<file path="config.mk">
export PLATFORM = sky130hd
export DESIGN_NAME = jpeg_marker_segment_parser_top
export DESIGN_NICKNAME = d
export VERILOG_FILES = /design/src/design/jmsp_pkg.sv /design/src/design/jmsp_parse.sv /design/src/design/jmsp_rq.sv /design/src/design/jpeg_marker_segment_parser_top.sv
export SDC_FILE = /design/constraint.sdc
export NUM_CORES = 1
export LEC_CHECK = 0
export ABC_AREA = 1
export BUFFER_PORTS_ARGS = -buffer_cell sky130_fd_sc_hd__buf_2
export CORE_UTILIZATION = 45
export DETAILED_ROUTE_END_ITERATION = 16
export SETUP_SLACK_MARGIN = 0.2
export SYNTH_ARGS = -nofsm -noshare
export SYNTH_HDL_FRONTEND = slang
export SYNTH_HIERARCHICAL = 1
export SYNTH_SLANG_ARGS = --single-unit
export TNS_END_PERCENT = 30
</file>
<file path="constraint.sdc">
create_clock -name clk -period 23.7 [get_ports clk]
set_input_delay 3.555 -clock clk [delete_from_list [all_inputs] [get_ports clk]]
set_output_delay 3.555 -clock clk [all_outputs]
set_load 0.005 [all_outputs]
</file>
<file path="src/design/jmsp_pkg.sv">
// Shared types, codes and helper functions for the JPEG marker segment parser.
// Used by the parser core, the result queue and the top level; depends on nothing.

package jmsp_pkg;

	// Marker bytes and framing limits.
	localparam logic [7:0] BYTE_FF  = 8'hFF;
	localparam logic [7:0] MK_SOI   = 8'hD8;
	localparam logic [7:0] MK_EOI   = 8'hD9;
	localparam logic [7:0] MK_SOS   = 8'hDA;
	localparam logic [7:0] MK_APP0  = 8'hE0;
	localparam logic [7:0] MK_APP1  = 8'hE1;
	localparam logic [7:0] MK_COM   = 8'hFE;
	localparam logic [2:0] MAX_FILL = 3'd6;
	localparam logic [7:0] COLOR_COMPONENTS = 8'd3;

	// Result kinds.
	localparam logic [1:0] KIND_SECTION = 2'd0;
	localparam logic [1:0] KIND_SCAN    = 2'd1;
	localparam logic [1:0] KIND_FAIL    = 2'd2;

	// Error codes.
	localparam logic [2:0] ERR_NONE      = 3'd0;
	localparam logic [2:0] ERR_BAD_START = 3'd1;
	localparam logic [2:0] ERR_TOO_MANY  = 3'd2;
	localparam logic [2:0] ERR_FILL      = 3'd3;
	localparam logic [2:0] ERR_LENGTH    = 3'd4;
	localparam logic [2:0] ERR_TRUNC     = 3'd5;
	localparam logic [2:0] ERR_EOI       = 3'd6;

	// Configuration register indexes.
	localparam logic REG_READ_EXIF    = 1'b0;
	localparam logic REG_MAX_SECTIONS = 1'b1;

	typedef struct packed {
		logic [1:0]  kind;
		logic [2:0]  error_code;
		logic [7:0]  marker;
		logic [15:0] section_length;
		logic        is_frame;
		logic [15:0] frame_height;
		logic [15:0] frame_width;
		logic        is_color;
		logic        kept;
		logic [7:0]  kept_count;
		logic        last_of_run;
	} res_t;

	// Results produced by one accepted byte, handed to the result queue.
	typedef struct packed {
		logic [1:0] cnt;
		res_t       res0;
		res_t       res1;
	} push_t;

	function automatic res_t fail_res(input logic [2:0] code, input logic [7:0] count);
		res_t r;
		r = '0;
		r.kind = KIND_FAIL;
		r.error_code = code;
		r.kept_count = count;
		return r;
	endfunction

	function automatic logic is_frame_mk(input logic [7:0] m);
		return (m[7:4] == 4'hC) && (m != 8'hC4) && (m != 8'hC8) && (m != 8'hCC);
	endfunction

	// The four bytes of the Exif tag at the head of an APP1 payload.
	function automatic logic [7:0] exif_byte(input logic [1:0] idx);
		logic [7:0] b;
		case (idx)
			2'd0: b = 8'h45;
			2'd1: b = 8'h78;
			2'd2: b = 8'h69;
			default: b = 8'h66;
		endcase
		return b;
	endfunction

endpackage

</file>
<file path="src/design/jmsp_parse.sv">
// Byte-wide framing state machine of the JPEG marker segment parser.
// Holds the parse state and emits up to two results per byte; uses jmsp_pkg.

module jmsp_parse import jmsp_pkg::*; (
	input  logic        clk,
	input  logic        arst_n,
	input  logic        take,
	input  logic [7:0]  data_byte,
	input  logic        first_byte,
	input  logic        last_byte,
	input  logic        read_exif,
	input  logic [7:0]  max_sections,
	output push_t       push
);

	localparam logic [2:0] PH_START0 = 3'd0;
	localparam logic [2:0] PH_START1 = 3'd1;
	localparam logic [2:0] PH_MARK   = 3'd2;
	localparam logic [2:0] PH_LENHI  = 3'd3;
	localparam logic [2:0] PH_LENLO  = 3'd4;
	localparam logic [2:0] PH_BODY   = 3'd5;
	localparam logic [2:0] PH_STOP   = 3'd6;

	logic [2:0]  phase_q, fill_q;
	logic [7:0]  marker_q, comp_q, kept_q;
	logic [15:0] len_q, pidx_q, height_q, width_q;
	logic        exif_q, comment_q;

	// State as seen by this byte (reset to its start values when the byte opens a new file).
	logic [2:0]  e_phase, e_fill;
	logic [7:0]  e_marker, e_comp, e_kept;
	logic [15:0] e_len, e_pidx, e_height, e_width;
	logic        e_exif, e_comment;

	logic [2:0]  n_phase, n_fill;
	logic [7:0]  n_marker, n_comp, n_kept;
	logic [15:0] n_len, n_pidx, n_height, n_width;
	logic        n_exif, n_comment;

	logic [1:0]  cnt;
	res_t        r0, r1;

	always_comb begin
		e_phase   = first_byte ? PH_START0 : phase_q;
		e_fill    = first_byte ? 3'd0 : fill_q;
		e_marker  = first_byte ? 8'd0 : marker_q;
		e_comp    = first_byte ? 8'd0 : comp_q;
		e_kept    = first_byte ? 8'd0 : kept_q;
		e_len     = first_byte ? 16'd0 : len_q;
		e_pidx    = first_byte ? 16'd0 : pidx_q;
		e_height  = first_byte ? 16'd0 : height_q;
		e_width   = first_byte ? 16'd0 : width_q;
		e_exif    = first_byte ? 1'b1 : exif_q;
		e_comment = first_byte ? 1'b0 : comment_q;
	end

	always_comb begin
		logic       do_finish, do_bnd, chk_last, bnd_slot, keep, frame;
		logic [7:0] kcount;
		n_phase   = e_phase;
		n_fill    = e_fill;
		n_marker  = e_marker;
		n_comp    = e_comp;
		n_kept    = e_kept;
		n_len     = e_len;
		n_pidx    = e_pidx;
		n_height  = e_height;
		n_width   = e_width;
		n_exif    = e_exif;
		n_comment = e_comment;
		cnt       = 2'd0;
		r0        = '0;
		r1        = '0;
		do_finish = 1'b0;
		do_bnd    = 1'b0;
		chk_last  = 1'b0;
		bnd_slot  = 1'b0;
		keep      = 1'b0;
		frame     = 1'b0;
		kcount    = e_kept;

		case (e_phase)
			PH_START0: begin
				if (data_byte != BYTE_FF || last_byte) begin
					r0 = fail_res(ERR_BAD_START, e_kept);
					cnt = 2'd1;
					n_phase = PH_STOP;
				end else begin
					n_phase = PH_START1;
				end
			end
			PH_START1: begin
				if (data_byte != MK_SOI) begin
					r0 = fail_res(ERR_BAD_START, e_kept);
					cnt = 2'd1;
					n_phase = PH_STOP;
				end else begin
					do_bnd = 1'b1;
				end
			end
			PH_MARK: begin
				if (data_byte == BYTE_FF) begin
					if (e_fill >= MAX_FILL) begin
						r0 = fail_res(ERR_FILL, e_kept);
						cnt = 2'd1;
						n_phase = PH_STOP;
					end else begin
						n_fill = e_fill + 3'd1;
						chk_last = 1'b1;
					end
				end else begin
					n_marker = data_byte;
					n_height = 16'd0;
					n_width  = 16'd0;
					n_comp   = 8'd0;
					n_exif   = 1'b1;
					n_pidx   = 16'd0;
					n_phase  = PH_LENHI;
					chk_last = 1'b1;
				end
			end
			PH_LENHI: begin
				n_len = {data_byte, 8'h00};
				n_phase = PH_LENLO;
				chk_last = 1'b1;
			end
			PH_LENLO: begin
				n_len = {e_len[15:8], data_byte};
				if (n_len < 16'd2) begin
					r0 = fail_res(ERR_LENGTH, e_kept);
					cnt = 2'd1;
					n_phase = PH_STOP;
				end else if (n_len == 16'd2) begin
					do_finish = 1'b1;
				end else begin
					n_phase = PH_BODY;
					chk_last = 1'b1;
				end
			end
			PH_BODY: begin
				case (e_pidx)
					16'd1: n_height = {data_byte, 8'h00};
					16'd2: n_height = {e_height[15:8], data_byte};
					16'd3: n_width = {data_byte, 8'h00};
					16'd4: n_width = {e_width[15:8], data_byte};
					16'd5: n_comp = data_byte;
					default: ;
				endcase
				if (e_pidx < 16'd4 && data_byte != exif_byte(e_pidx[1:0])) begin
					n_exif = 1'b0;
				end
				n_pidx = e_pidx + 16'd1;
				if ({1'b0, e_pidx} + 17'd3 >= {1'b0, e_len}) begin
					do_finish = 1'b1;
				end else begin
					chk_last = 1'b1;
				end
			end
			default: ;
		endcase

		if (chk_last && last_byte) begin
			r0 = fail_res(ERR_TRUNC, e_kept);
			cnt = 2'd1;
			n_phase = PH_STOP;
		end

		if (do_finish) begin
			if (e_marker == MK_EOI) begin
				r0 = fail_res(ERR_EOI, e_kept);
				cnt = 2'd1;
				n_phase = PH_STOP;
			end else begin
				frame = is_frame_mk(e_marker);
				if (e_marker == MK_APP0) begin
					keep = 1'b0;
				end else if (e_marker == MK_COM) begin
					keep = read_exif && !e_comment;
					if (keep) begin
						n_comment = 1'b1;
					end
				end else if (e_marker == MK_APP1) begin
					keep = read_exif && n_exif && (n_len >= 16'd6);
				end else begin
					keep = 1'b1;
				end
				if (keep && e_kept != 8'hFF) begin
					kcount = e_kept + 8'd1;
				end
				n_kept = kcount;
				r0.kind = (e_marker == MK_SOS) ? KIND_SCAN : KIND_SECTION;
				r0.error_code = ERR_NONE;
				r0.marker = e_marker;
				r0.section_length = n_len;
				r0.is_frame = frame;
				r0.frame_height = frame ? n_height : 16'd0;
				r0.frame_width = frame ? n_width : 16'd0;
				r0.is_color = frame && (n_comp == COLOR_COMPONENTS);
				r0.kept = keep;
				r0.kept_count = kcount;
				cnt = 2'd1;
				if (e_marker == MK_SOS) begin
					n_phase = PH_STOP;
				end else begin
					do_bnd = 1'b1;
					bnd_slot = 1'b1;
				end
			end
		end

		// A section boundary checks the limit, then the end of the stream.
		if (do_bnd) begin
			if (kcount >= max_sections) begin
				if (bnd_slot) begin
					r1 = fail_res(ERR_TOO_MANY, kcount);
					cnt = 2'd2;
				end else begin
					r0 = fail_res(ERR_TOO_MANY, kcount);
					cnt = 2'd1;
				end
				n_phase = PH_STOP;
			end else begin
				n_phase = PH_MARK;
				n_fill = 3'd0;
				if (last_byte) begin
					if (bnd_slot) begin
						r1 = fail_res(ERR_TRUNC, kcount);
						cnt = 2'd2;
					end else begin
						r0 = fail_res(ERR_TRUNC, kcount);
						cnt = 2'd1;
					end
					n_phase = PH_STOP;
				end
			end
		end

		r0.last_of_run = (cnt == 2'd1);
		r1.last_of_run = (cnt == 2'd2);
	end

	always_ff @(posedge clk or negedge arst_n) begin
		if (!arst_n) begin
			phase_q   <= PH_START0;
			fill_q    <= 3'd0;
			marker_q  <= 8'd0;
			comp_q    <= 8'd0;
			kept_q    <= 8'd0;
			len_q     <= 16'd0;
			pidx_q    <= 16'd0;
			height_q  <= 16'd0;
			width_q   <= 16'd0;
			exif_q    <= 1'b1;
			comment_q <= 1'b0;
		end else if (take) begin
			phase_q   <= n_phase;
			fill_q    <= n_fill;
			marker_q  <= n_marker;
			comp_q    <= n_comp;
			kept_q    <= n_kept;
			len_q     <= n_len;
			pidx_q    <= n_pidx;
			height_q  <= n_height;
			width_q   <= n_width;
			exif_q    <= n_exif;
			comment_q <= n_comment;
		end
	end

	assign push.cnt  = take ? cnt : 2'd0;
	assign push.res0 = r0;
	assign push.res1 = r1;

`ifndef SYNTH
	a_stop_silent: assert property (@(posedge clk) disable iff (!arst_n)
		(take && e_phase == PH_STOP) |-> (push.cnt == 2'd0))
		else $error("parser emitted a result after parsing had ended");
	a_pair_order: assert property (@(posedge clk) disable iff (!arst_n)
		(push.cnt == 2'd2) |-> (push.res0.kind == KIND_SECTION && push.res1.kind == KIND_FAIL))
		else $error("second result on a byte must be a failure after a section");
	a_stop_holds: assert property (@(posedge clk) disable iff (!arst_n)
		(phase_q == PH_STOP && !(take && first_byte)) |=> (phase_q == PH_STOP))
		else $error("parser left the stopped phase without a new file");
`endif

endmodule

</file>
<file path="src/design/jmsp_rq.sv">
// Result queue of the JPEG marker segment parser: takes up to two results a
// cycle and hands them out one at a time. Uses the result types of jmsp_pkg.

module jmsp_rq import jmsp_pkg::*; #(
	parameter int DEPTH = 4
) (
	input  logic  clk,
	input  logic  arst_n,
	input  push_t push,
	input  logic  pop,
	output res_t  head,
	output logic  not_empty,
	output logic  room2
);

	localparam int PTR_W = (DEPTH > 1) ? $clog2(DEPTH) : 1;
	localparam int CNT_W = $clog2(DEPTH + 1);

	res_t             mem_q [DEPTH];
	logic [PTR_W-1:0] wptr_q, rptr_q, wp1, wp2;
	logic [CNT_W-1:0] count_q;

	function automatic logic [PTR_W-1:0] ptr_inc(input logic [PTR_W-1:0] p);
		return (p == PTR_W'(DEPTH - 1)) ? '0 : p + PTR_W'(1);
	endfunction

	assign wp1 = ptr_inc(wptr_q);
	assign wp2 = ptr_inc(wp1);

	always_ff @(posedge clk) begin
		if (push.cnt != 2'd0) begin
			mem_q[wptr_q] <= push.res0;
		end
		if (push.cnt == 2'd2) begin
			mem_q[wp1] <= push.res1;
		end
	end

	always_ff @(posedge clk or negedge arst_n) begin
		if (!arst_n) begin
			wptr_q  <= '0;
			rptr_q  <= '0;
			count_q <= '0;
		end else begin
			if (push.cnt == 2'd1) begin
				wptr_q <= wp1;
			end else if (push.cnt == 2'd2) begin
				wptr_q <= wp2;
			end
			if (pop) begin
				rptr_q <= ptr_inc(rptr_q);
			end
			count_q <= count_q + CNT_W'(push.cnt) - CNT_W'(pop);
		end
	end

	assign head      = mem_q[rptr_q];
	assign not_empty = (count_q != '0);
	assign room2     = (count_q <= CNT_W'(DEPTH - 2));

`ifndef SYNTH
	a_bound: assert property (@(posedge clk) disable iff (!arst_n)
		count_q <= CNT_W'(DEPTH))
		else $error("result queue holds more than its depth");
	a_fits: assert property (@(posedge clk) disable iff (!arst_n)
		((CNT_W + 1)'(count_q) + (CNT_W + 1)'(push.cnt) <= (CNT_W + 1)'(DEPTH)))
		else $error("results pushed into a full queue");
	a_track: assert property (@(posedge clk) disable iff (!arst_n)
		!$past(!arst_n) |-> (count_q ==
		CNT_W'($past(count_q) + CNT_W'($past(push.cnt)) - CNT_W'($past(pop)))))
		else $error("queue fill level does not follow pushes and pops");
`endif

endmodule

</file>
<file path="src/design/jpeg_marker_segment_parser_top.sv">
// Top level of the JPEG marker segment parser: configuration registers,
// the framing state machine and the result queue. Uses jmsp_pkg, jmsp_parse, jmsp_rq.
//
//  Channel  | Direction | Handshake              | Payload
//  ---------+-----------+------------------------+-----------------------------------------
//  input    | in        | in_valid / in_stall    | data_byte, first_byte, last_byte
//  result   | out       | out_valid / out_stall  | kind, error_code, marker, ... last_of_run
//  config   | in        | psel/penable/pready    | paddr, pwrite, pwdata, prdata
//
//  One byte is taken per clock cycle while in_stall is low; a byte's results enter the
//  result queue at the edge that accepts it and may leave in the next cycle, one result
//  per cycle while out_stall is low. A byte that causes two results (a section plus a
//  boundary failure) needs two output transfers; the queue absorbs this, and in_stall
//  rises only when the queue cannot take two more results.
//  Reset clears the parse state, the queue and sets read_exif to 1 and max_sections to 20.
//  A stall on the result side fills the queue and then stalls the input side.

module jpeg_marker_segment_parser_top import jmsp_pkg::*; #(
	parameter int FIFO_DEPTH = 4
) (
	input  logic        clk,
	input  logic        arst_n,
	// Byte input channel.
	input  logic        in_valid,
	output logic        in_stall,
	input  logic [7:0]  data_byte,
	input  logic        first_byte,
	input  logic        last_byte,
	// Result channel.
	output logic        out_valid,
	input  logic        out_stall,
	output logic [1:0]  kind,
	output logic [2:0]  error_code,
	output logic [7:0]  marker,
	output logic [15:0] section_length,
	output logic        is_frame,
	output logic [15:0] frame_height,
	output logic [15:0] frame_width,
	output logic        is_color,
	output logic        kept,
	output logic [7:0]  kept_count,
	output logic        last_of_run,
	// Configuration port.
	input  logic        psel,
	input  logic        penable,
	input  logic        pwrite,
	input  logic [2:0]  paddr,
	input  logic [31:0] pwdata,
	output logic [31:0] prdata,
	output logic        pready
);

	logic        read_exif_q;
	logic [7:0]  max_sections_q;
	logic        take, pop, not_empty, room2;
	push_t       push;
	res_t        head;

	// Register writes complete in the access phase; the port never waits.
	assign pready = 1'b1;

	always_ff @(posedge clk or negedge arst_n) begin
		if (!arst_n) begin
			read_exif_q    <= 1'b1;
			max_sections_q <= 8'd20;
		end else if (psel && penable && pwrite) begin
			case (paddr[2])
				REG_READ_EXIF:    read_exif_q <= pwdata[0];
				REG_MAX_SECTIONS: max_sections_q <= pwdata[7:0];
				default: ;
			endcase
		end
	end

	always_comb begin
		case (paddr[2])
			REG_READ_EXIF:    prdata = {31'd0, read_exif_q};
			REG_MAX_SECTIONS: prdata = {24'd0, max_sections_q};
			default:          prdata = 32'd0;
		endcase
	end

	// The input side is held off whenever the queue might not hold a byte's
	// worst case of two results; this depends only on the queue level.
	assign in_stall = !room2;
	assign take     = in_valid && !in_stall;

	jmsp_parse u_parse (
		.clk          (clk),
		.arst_n       (arst_n),
		.take         (take),
		.data_byte    (data_byte),
		.first_byte   (first_byte),
		.last_byte    (last_byte),
		.read_exif    (read_exif_q),
		.max_sections (max_sections_q),
		.push         (push)
	);

	assign pop = not_empty && !out_stall;

	jmsp_rq #(
		.DEPTH (FIFO_DEPTH)
	) u_rq (
		.clk       (clk),
		.arst_n    (arst_n),
		.push      (push),
		.pop       (pop),
		.head      (head),
		.not_empty (not_empty),
		.room2     (room2)
	);

	// The head of the queue is the result transaction on offer.
	assign out_valid      = not_empty;
	assign kind           = head.kind;
	assign error_code     = head.error_code;
	assign marker         = head.marker;
	assign section_length = head.section_length;
	assign is_frame       = head.is_frame;
	assign frame_height   = head.frame_height;
	assign frame_width    = head.frame_width;
	assign is_color       = head.is_color;
	assign kept           = head.kept;
	assign kept_count     = head.kept_count;
	assign last_of_run    = head.last_of_run;

endmodule
</file>
# [After elaboration in Yosys (flattened, before gate mapping)]
# Memory sizes are Yosys's and may differ from the RTL's.
# Index checks and enable logic that the tools add are counted.
[classes] addsub=9 eq_ne=35 bitwise=1 muxes=126 reduce_logical=25 order_cmp=7
[ops] op="$mux W73" count=17
[ops] op="$pmux W73 S4" count=1
[ops] op="$pmux W16 S2" count=6
[ops] op="$mux W16" count=9
[ops] op="$mux W8" count=11
[ops] op="$mux W72" count=1
[ops] op="$pmux W32 S2" count=1
[ops] op="$mux W3" count=20
[ops] op="$eq A16 B2 Y1 const B" count=3
[ops] op="$eq A8 B8 Y1 const B" count=6
[ops] op="$ne A8 B8 Y1 const B" count=6
[ops] op="$mux W1" count=40
[ops] op="$eq A16 B3 Y1 const B" count=2
[ops] op="$mux W2" count=13
[ops] op="$pmux W6 S3" count=1
[ops] op="$add A16 B2 Y17 const B" count=1
[ops] op="$ge A17 B16 Y1" count=1
[ops] op="$add A16 B1 Y16 const B" count=1
[ops] op="$eq A16 B1 Y1 const B" count=1
[ops] op="$ge A16 B3 Y1 const B" count=1
[ops] op="$lt A16 B2 Y1 const B" count=1
[ops] op="$lt A16 B3 Y1 const B" count=1
[ops] op="$pmux W8 S2" count=1
[ops] op="$pmux W3 S5" count=1
[ops] op="other kinds (28)" count=57
[totals] regBits=112 out_inout_bits=108 ramBits=292 n_memories=1 input_bits=52
[mem_list] name="u_rq.mem_q" words=4 width=73 read_ports=1 rd_ports_with_merged_regs=0 wr=2 line="jmsp_rq.sv:19" text="res_t mem_q [DEPTH];"

# [Logic depth before layout (Yosys ltp)]
# Gate-level depths: netlist (run 1).
[depth] depth_word=26 mapped_depth=52 depth_no_buf=45

# [Hierarchy]
# The synthesis (run 1) kept the hierarchy.
[modules_own_cells] mod="jmsp_rq" cells_per_inst=1570 seq_area_each_um2=8943.6 n_inst=1 area_each_um2=14624.0
[modules_own_cells] mod="jmsp_parse" cells_per_inst=1470 seq_area_each_um2=2403.6 n_inst=1 area_each_um2=9187.6
[modules_own_cells] mod="jpeg_marker_segment_parser_top" cells_per_inst=93 seq_area_each_um2=229.0 n_inst=1 area_each_um2=673.1

# [Worst setup path after synthesis (run 1)]
# OpenSTA, ideal clock, no wires.
[synth_timing] path_kind="input port to flip-flop" startpoint="input port first_byte" endpoint="memory u_rq/mem_q[0][0] (netlist name), enable pin" arrival_ns=13.688 t_required_ns=23.095 setup_ns=0.605 cell_stages=44 slack_ns=9.407 cell_sequence="buf_6 buf_6 buf_6 buf_2 buf_2 buf_1 nor2_1 inv_1 ha_1 inv_1 nand2_1 nor2_1 inv_1 nor2_1 xor2_1 ha_1 a21o_1 nor2_1 [8 not listed] nand2_2 buf_4 nand3_2 nand2_1 ha_1 nand2_1 nor2_1 nand4_1 nand3_1 inv_1 nand2_1 nand3_1 nand3_1 nand2_1 nor2_1 inv_1 ha_1 o21ai_0"
[synth_rtl] element="start, declared" line="jpeg_marker_segment_parser_top.sv:27" text="input logic first_byte,"
[synth_rtl] element="end, declared" line="jmsp_rq.sv:19"

==> results.yml, run 1 <==
grt:
  grt_pass1_vias: 19300
  met2_usage_pct: 39.4
  top_usage_layer: "met2"
  antenna_found_initial: 2
  met3_usage_pct: 4.36
  grt_max_degree: 107
  overflow: 0
  grt_pass1_wl_um: 105000
  grt_usage_pct: 24.1
  met1_usage_pct: 32.1
critical_path:
  critPathLaunchType: "primary input"
  critPathMaxFanout: 86
  crit_path_top_delay_cell: "buf_4"
  critPathLaunch: "first_byte"
  required_ns: 23.97
  slowest_delay_ns: 0.83
  worstSetupPathType: "in -> reg"
  r2r-end: "u_rq/mem_q[1][72]"
  r2r_slack_ns: 15.24
  cpMostUsedCell: "nand2_1"
  cp-end-kind: "register"
  crit_end: "u_rq/mem_q[1][72]"
  worstPathArrival_ns: 12.30
  ff2ff_path_depth: 42
  timing.rr.start: "u_parse/pidx_q[1]"
sta:
  period_share_pct: 50.8
  relSlewSlack_pct: 25.6
  skew_ns: 0.0301
  hold_viol: 0
  fin_crit_ns: 12.03
  max_freq_mhz: 83.1
  rsz0062_at_grt: "no"
  setup_tns_ns: 0
  worstMarginPinSlew_ns: 1.12
  report.final.slew_viol_count: 0
  finalSetupViolations: 0
placement:
  hpwl_um: 42500
  io_buffers: 108
  gp_congestion: 0.881
floorplanning:
  die_w_um: 235
  start_util_pct: 45.5
  io_pins: 160
  coreArea_um2: 53800
  die_h_um: 235
  die_area_um2: 55300
  rows: 85
routing:
  drcViolationCount: 0
  ant_nets: 0
  wl_per_cell_um: 17.4
  drt-total-wl_um: 67100
  vias: 20400
  dr.pass1.iters: 5
  drt_iter0_drc: 1505
  viasPerCell: 5.29
synthesis:
  ys_ff_latch: 404
  synth_flop_cell: "edfxtp_1"
  synth_area_leaders: "edfxtp_1 (36%), o21ai_0 (11%), dfrtp_1 (11%)"
  yosysMostFrequentCell: "nand2_1"
  synth_cells: 3133
  yosys_warnings: 6
  seq_area_frac_synth_pct: 47.3
  post-synth-top-area-fraction_pct: 35.8
  synth_area_um2: 24500
  async_flop_share_pct: 27.7
  ys_types: 57
  ys_top_cells_by_count: "nand2_1 (668), o21ai_0 (551), nor2_1 (419), inv_1 (337), edfxtp_1 (292)"
  syn_avg_cell_area_um2: 7.82
  synth_top_area_cell: "edfxtp_1"
  synth_edf_count: 292
clock_tree:
  cts_setup_buffers: 0
  tritoncts: "yes"
  h-tree-depth: 2
  cts_buffers: 47
  postCtsHoldBufs: 0
  cts_resized: 0
  clk_latency_ns: 0.59
  clock-sinks: 404
  cts.path.max_buffers: 3
  clk_pin_slew_ns: 0.06
  cts_root_buf: "clkbuf_16"
status:
  status: "finished clean"
final_layout:
  final_util_pct: 49.0
  drive_above_1_share_pct: 8.55
  fillers: 5196
  syn_to_final_growth_pct: 7.72
  num-nets-final: 3232
hold_path:
  whs_path_depth: 2
  min_path_type: "reg -> reg"
power_and_ir_drop:
  vdd_drop_max_mv: 0.0578
  powerDensity_nw_per_um2: 94.1
  p_leak_nw: 10.3
run:
  maxCapViolCount: 0
[stage by stage]
stage | setup slack [ns] | instance area (um2) | power (mW) | hold WS (ns) | instances
2_1_floorplan | 9.41 | 24800 | 1.52 | 0.449 | 3215
3_3_place_gp | 11.22 | 24900 | 1.79 | 0.462 | 3780
3_5_place_dp | 11.15 | 24900 | 1.81 | 0.466 | 3780
4_1_cts | 11.74 | 26400 | 2.50 | 0.479 | 3866
5_1_grt | 11.00 | 26400 | 2.65 | 0.500 | 3867
6_report | 11.67 | 26400 | 2.48 | 0.479 | 3867
[layout make-up]
| cell class | instances | area (um2) | area share, % |
|---|---|---|---|
| clock buffers | 65 | 1310 | 4.95 |
| inverters | 347 | 1310 | 4.97 |
| repair buffers | 132 | 723 | 2.74 |
| clock inverters | 21 | 143 | 0.541 |
| well taps | 696 | 871 | 3.30 |
| diodes | 1 | 2.50 | 0.00949 |
| flip-flops and latches | 404 | 11600 | 43.9 |
| multi-input cells | 2201 | 10400 | 39.6 |
[flip-flops by register name, indices dropped and copies added, names as in the netlist, 16 cells and up]
register,count
u_rq/mem_q,292
u_parse/len_q,16
u_parse/pidx_q,16
u_parse/height_q,16
u_parse/width_q,16
[worst min-delay path by stage]
stage	startpoint	end	slack (ns)
6_report	max_sections_q[4]	max_sections_q[4]	0.48
5_1_grt	max_sections_q[2]	max_sections_q[2]	0.50
4_1_cts	max_sections_q[2]	max_sections_q[2]	0.48
3_5_place_dp	u_parse/comp_q[5]	u_parse/comp_q[5]	0.47
3_3_place_gp	u_parse/comp_q[5]	u_parse/comp_q[5]	0.46
2_1_floorplan	u_parse/kept_q[1]	u_parse/kept_q[1]	0.45
[where the power goes]
group / internal [mW] / switching (mW)
sequential: 0.861 / 0.0529
clock: 0.404 / 0.290
combinational: 0.272 / 0.601
[routing by layer]
metal | vias to the layer above | part of all wire (%)
li1 | 10200 | -
met1 | 9572 | 44
met2 | 575 | 47
met3 | 129 | 6.4
met4 | 0 | 2.9
met5 | - | 0
[layout by cell type, fill, tap and decap left out, types with 9 or more instances in the layout]
cell / count
nand4_1: 31
buf_2: 107
clkbuf_1: 14
nor3_1: 30
clkinv_1: 12
inv_1: 334
nand2_1: 664
xor2_1: 15
a31oi_1: 15
a21oi_1: 82
buf_4: 25
nor2_2: 15
nor2_1: 419
conb_1: 85
edfxtp_1: 292
o22ai_1: 18
dfrtp_1: 107
clkbuf_16: 49
nand3_1: 50
inv_2: 9
ha_1: 46
o21ai_0: 547
o211ai_1: 10
o21ai_1: 95
[worst max-delay path, delay by kind of cell]
family                     cells  cell delay, ns
xor gates and xnor gates       1            0.15
AOI/OAI and AO/OA              3            0.44
and+or+nand+nor               25            3.83
buffers and inverters         10            3.01
adders and majority gates      4            1.20
[kinds of logic after synthesis]
logic type / count (synthesis) / synth area share (%)
AO/OA/AOI/OAI: 797 / 16.9
XOR/XNOR: 17 / 0.608
adder cells (fa/ha/maj): 47 / 2.43
buffers and inverters: 610 / 11.7
flip-flops: 404 / 47.3
other: 3 / 0.0460
AND/OR/NAND/NOR: 1255 / 21.1
Note: power is estimated with default switching activity, not from simulation.
==> run 2: changes to the inputs <==
==> constraint.sdc (replaced) <==
create_clock -name clk -period 11.6 [get_ports clk]
set_input_delay 1.74 -clock clk [delete_from_list [all_inputs] [get_ports clk]]
set_output_delay 1.74 -clock clk [all_outputs]
set_load 0.005 [all_outputs]
==> results.yml, run 2 (synthesized netlist as in run 1, its figures left out) <==
final_layout:
  largest_reg_flops: 292
  num-nets-final: 3230
  largest-register: "u_rq/mem_q"
  mostFrequentLayoutCell: "nand2_1"
  syn_to_final_growth_pct: 7.71
  final_util_pct: 49.0
  fin_cells: 3865
  drive_above_1_share_pct: 8.49
  final_cell_area_um2: 26400
  layout_common_cells: "nand2_1 (664), o21ai_0 (547), nor2_1 (419), inv_1 (334), edfxtp_1 (292)"
clock_tree:
  clk_pin_slew_ns: 0.05
  clk_latency_ns: 0.59
  cts_buffers: 45
  clock-sinks: 404
  h-tree-depth: 2
  cts.path.max_buffers: 3
  cts_root_buf: "clkbuf_16"
  cts_setup_buffers: 0
  cts_resized: 0
  tritoncts: "yes"
  postCtsHoldBufs: 0
sta:
  finalSetupViolations: 0
  hold_viol: 0
  relSlewSlack_pct: 20.3
  holdWs_ns: 0.474
  rsz0062_at_grt: "no"
  period_share_pct: 81.5
  skew_ns: 0.0248
  max_freq_mhz: 106
  report.final.slew_viol_count: 0
  fin_ws_ns: 2.14
  worstMarginPinSlew_ns: 1.19
  fin_crit_ns: 9.46
routing:
  dr.pass1.iters: 6
  drcViolationCount: 0
  drt_iter0_drc: 1601
  viasPerCell: 5.31
  vias: 20500
  wl_per_cell_um: 17.4
  ant_nets: 0
  drt-total-wl_um: 67400
power_and_ir_drop:
  powerDensity_nw_per_um2: 191
  p_leak_nw: 10.3
  vdd_drop_max_mv: 0.106
critical_path:
  required_ns: 11.83
  cpMostUsedCell: "nand2_1"
  critPathLaunchType: "primary input"
  worstPathArrival_ns: 9.69
  crit_path_top_delay_cell: "o21ai_4"
  crit_buf_inv: 9
  worstSetupPathType: "in -> reg"
  critPathMaxFanout: 49
  crit_family: "simple AND/OR/NAND/NOR gates"
  slowest_delay_ns: 0.98
  cp-end-kind: "register"
floorplanning:
  start_util_pct: 45.5
  coreArea_um2: 53800
  die_h_um: 235
  io_pins: 160
  rows: 85
  die_area_um2: 55300
  die_w_um: 235
placement:
  io_buffers: 108
  dp_slack_ns: 1.58
  gp_congestion: 0.867
  hpwl_um: 43100
  place_area_um2: 25000
  dp_cells: 3780
hold_path:
  min_path_type: "reg -> reg"
grt:
  grt_pass1_vias: 18900
  antenna_found_initial: 1
  grt_usage_pct: 23.9
  grt_max_degree: 147
  overflow: 0
  grt_pass1_wl_um: 104000
status:
  status: "finished clean"
run:
  maxCapViolCount: 0
==> run 2: changes by cell type in the layout (fill, tap and decap cells not counted), sizes merged <==
cell	previous run	this run
clkinv	19	17
clkinvlp	1	0
inv	346	347
==> run 2: worst paths after layout <==
path                                    from  cells past startpoint                end  slack (ns)
setup / recovery                  first_byte                     39  u_rq/mem_q[1][56]        2.14
hold / removal             max_sections_q[4]                      2  max_sections_q[4]        0.47
setup reg to reg           u_parse/pidx_q[1]                     39  u_rq/mem_q[1][56]        3.41
hold reg to reg            max_sections_q[4]                      2  max_sections_q[4]        0.47
max in group asynchronous             arst_n                      2     u_rq/rptr_q[0]        8.89
min in group asynchronous             arst_n                      1  u_parse/kept_q[3]        1.19
==> run 2: layer usage <==
layer	up-vias	wire length, um	track usage [%]
met3	95	4200	4.20
li1	10200	-	-
met2	576	32000	39.4
met4	0	1660	7.47
met1	9696	29600	32.2
met5	-	0	0
==> run 2: worst register-to-register path: cells and delay by family, from the launching register on <==
family | cells | cell delay (ns)
AO/OA/AOI/OAI | 3 | 1.28
adder cells (fa/ha/maj) | 4 | 1.24
buffers and inverters | 8 | 1.23
flip-flops | 1 | 0.38
XOR/XNOR | 1 | 0.09
AND/OR/NAND/NOR | 23 | 3.61
==> run 2: metrics by stage <==
step | TNS [ns] | total power [mW]
after CTS | 0 | 5.08
after global placement | 0 | 3.66
after detailed placement | 0 | 3.70
final | 0 | 5.03
after floorplan | -256.31 | 3.11
after global routing | 0 | 5.36
==> run 2: final cells by class <==
type / count / area [um2]
diodes: 1 / 2.50
clock buffers: 65 / 1250
clock inverters: 19 / 141
fillers: 5265 / 27400
inverters: 347 / 1310
multi-input cells: 2201 / 10400
flip-flops and latches: 404 / 11600
well taps: 696 / 871
repair buffers: 132 / 773
==> run 2: power breakdown <==
group	switching, mW	internal (mW)
Clock	0.587	0.794
Combinational	1.23	0.559
Sequential	0.104	1.76
Total	1.92	3.11
==> run 3: changes to the inputs <==
==> constraint.sdc (replaced) <==
create_clock -name clk -period 8.34 [get_ports clk]
set_input_delay 1.251 -clock clk [delete_from_list [all_inputs] [get_ports clk]]
set_output_delay 1.251 -clock clk [all_outputs]
set_load 0.005 [all_outputs]
==> results.yml, run 3 (synthesized netlist as in run 1, its figures left out) <==
routing:
  dr.pass1.iters: 6
  wl_per_cell_um: 17.5
  drcViolationCount: 0
  drt_iter0_drc: 1721
  drt-total-wl_um: 67900
  viasPerCell: 5.32
  ant_nets: 0
  vias: 20700
critical_path:
  cp-end-kind: "register"
  worstPathArrival_ns: 7.76
  crit_path_top_delay_cell: "buf_4"
  critPathMaxFanout: 31
  worstSetupPathType: "in -> reg"
  timing.rr.start: "u_parse/pidx_q[1]"
  cpMostUsedCell: "nand2_1"
  required_ns: 8.55
  critPathLaunch: "first_byte"
  slowest_delay_ns: 0.48
  critPathLaunchType: "primary input"
sta:
  skew_ns: 0.0165
  hold_viol: 0
  report.final.slew_viol_count: 0
  max_freq_mhz: 132
  rsz0062_at_grt: "yes"
  fin_ws_ns: 0.788
  fin_crit_ns: 7.55
  relSlewSlack_pct: 22.8
  finalSetupViolations: 0
  period_share_pct: 90.5
  worstMarginPinSlew_ns: 1.15
placement:
  io_buffers: 108
  dp_cells: 3793
  dp_slack_ns: 0.157
  gp_congestion: 0.901
  place_area_um2: 25200
  hpwl_um: 42500
hold_path:
  min_from: "u_parse/kept_q[7]"
  min_path_type: "reg -> reg"
status:
  status: "finished clean"
grt:
  top_usage_layer: "met2"
  met3_usage_pct: 2.77
  grt_pass1_vias: 19000
  met2_usage_pct: 40.2
  grt_max_degree: 147
  met1_usage_pct: 32.3
  antenna_found_initial: 3
  grt_usage_pct: 23.9
  grt_pass1_wl_um: 105000
  overflow: 0
floorplanning:
  io_pins: 160
  rows: 85
  coreArea_um2: 53800
  die_h_um: 235
  start_util_pct: 45.5
  die_w_um: 235
  die_area_um2: 55300
final_layout:
  drive_above_1_share_pct: 9.33
  layout_common_cells: "nand2_1 (664), o21ai_0 (547), nor2_1 (419), inv_1 (334), edfxtp_1 (292)"
  fin_cells: 3882
  num-nets-final: 3246
  largest-register: "u_rq/mem_q"
  final_cell_area_um2: 26700
  largest_reg_flops: 292
  mostFrequentLayoutCell: "nand2_1"
  syn_to_final_growth_pct: 9.17
clock_tree:
  clk_pin_slew_ns: 0.05
  clock-sinks: 404
  clk_latency_ns: 0.58
  tritoncts: "yes"
  h-tree-depth: 2
  cts_root_buf: "clkbuf_16"
  cts.path.max_buffers: 3
  cts_buffers: 45
  postCtsHoldBufs: 0
power_and_ir_drop:
  powerDensity_nw_per_um2: 268
  p_leak_nw: 10.5
  vdd_drop_max_mv: 0.144
run:
  maxCapViolCount: 0
[run 3: cell types whose count changed in the layout (fill, tap and decap cells not counted), moves of 3 or more]
cell | previous run | this run
clkinv_2 | 7 | 13
clkinv_1 | 9 | 5
buf_12 | 4 | 11
bufinv_16 | 2 | 5
buf_4 | 21 | 26
clkbuf_1 | 17 | 9
[run 3: path summary, 6_finish.rpt]
kind                                      to  slack, ns  depth (start not counted)
hold reg to reg            u_parse/kept_q[7]       0.48                          2
min in group asynchronous  max_sections_q[7]       0.72                          1
max in group asynchronous     u_rq/rptr_q[0]       6.23                          2
setup reg to reg           u_rq/mem_q[3][58]       1.20                         41
setup / recovery           u_rq/mem_q[3][58]       0.79                         41
hold / removal             u_parse/kept_q[7]       0.48                          2
[run 3: worst max-delay path: cells and delay by family]
| family | cells | cell delay (ns) |
|---|---|---|
| adder cells (fa/ha/maj) | 4 | 1.25 |
| buffers and inverters | 8 | 1.33 |
| XOR/XNOR | 1 | 0.10 |
| AO/OA/AOI/OAI | 1 | 0.23 |
| AND/OR/NAND/NOR | 27 | 3.51 |
[run 3: area by class of cell]
| cell class | instances | area (um2) |
|---|---|---|
| Timing Repair Buffer | 148 | 1030 |
| Antenna cell | 2 | 5.00 |
| Inverter | 347 | 1310 |
| Tap cell | 696 | 871 |
| Multi-Input combinational cell | 2201 | 10400 |
| Clock buffer | 58 | 1240 |
| Sequential cell | 404 | 11600 |
| Fill cell | 5085 | 27100 |
| Clock inverter | 26 | 260 |
[run 3: report_power, final]
| part | switching, mW | total, mW | internal [mW] |
|---|---|---|---|
| Sequential | 0.154 | 2.60 | 2.45 |
| Combinational | 1.73 | 2.52 | 0.795 |
| Clock | 0.830 | 2.03 | 1.20 |
[run 3: per-stage QoR]
step                      power, mW  hold slack [ns]  setup TNS (ns)  util (%)
after global placement         5.11            0.462               0      46.8
after floorplan                4.31            0.449          -99.76         -
after CTS                      7.20            0.481               0      49.5
final                          7.15            0.476               0      49.7
after detailed placement       5.17            0.468               0      46.8
after global routing           7.61            0.488               0      49.7
[run 3: what timing repair did]
action / 4_1_cts / 5_1_grt
setup buffers: 0 / 2
endpoints found under the setup margin: 0 / 157
resized for setup: 0 / 3
[run 3: layer usage]
layer	share of wire, %	wire length, um
met2	48	32400
met1	45	30300
met5	0.018	12
met4	2.4	1630
met3	5.3	3590
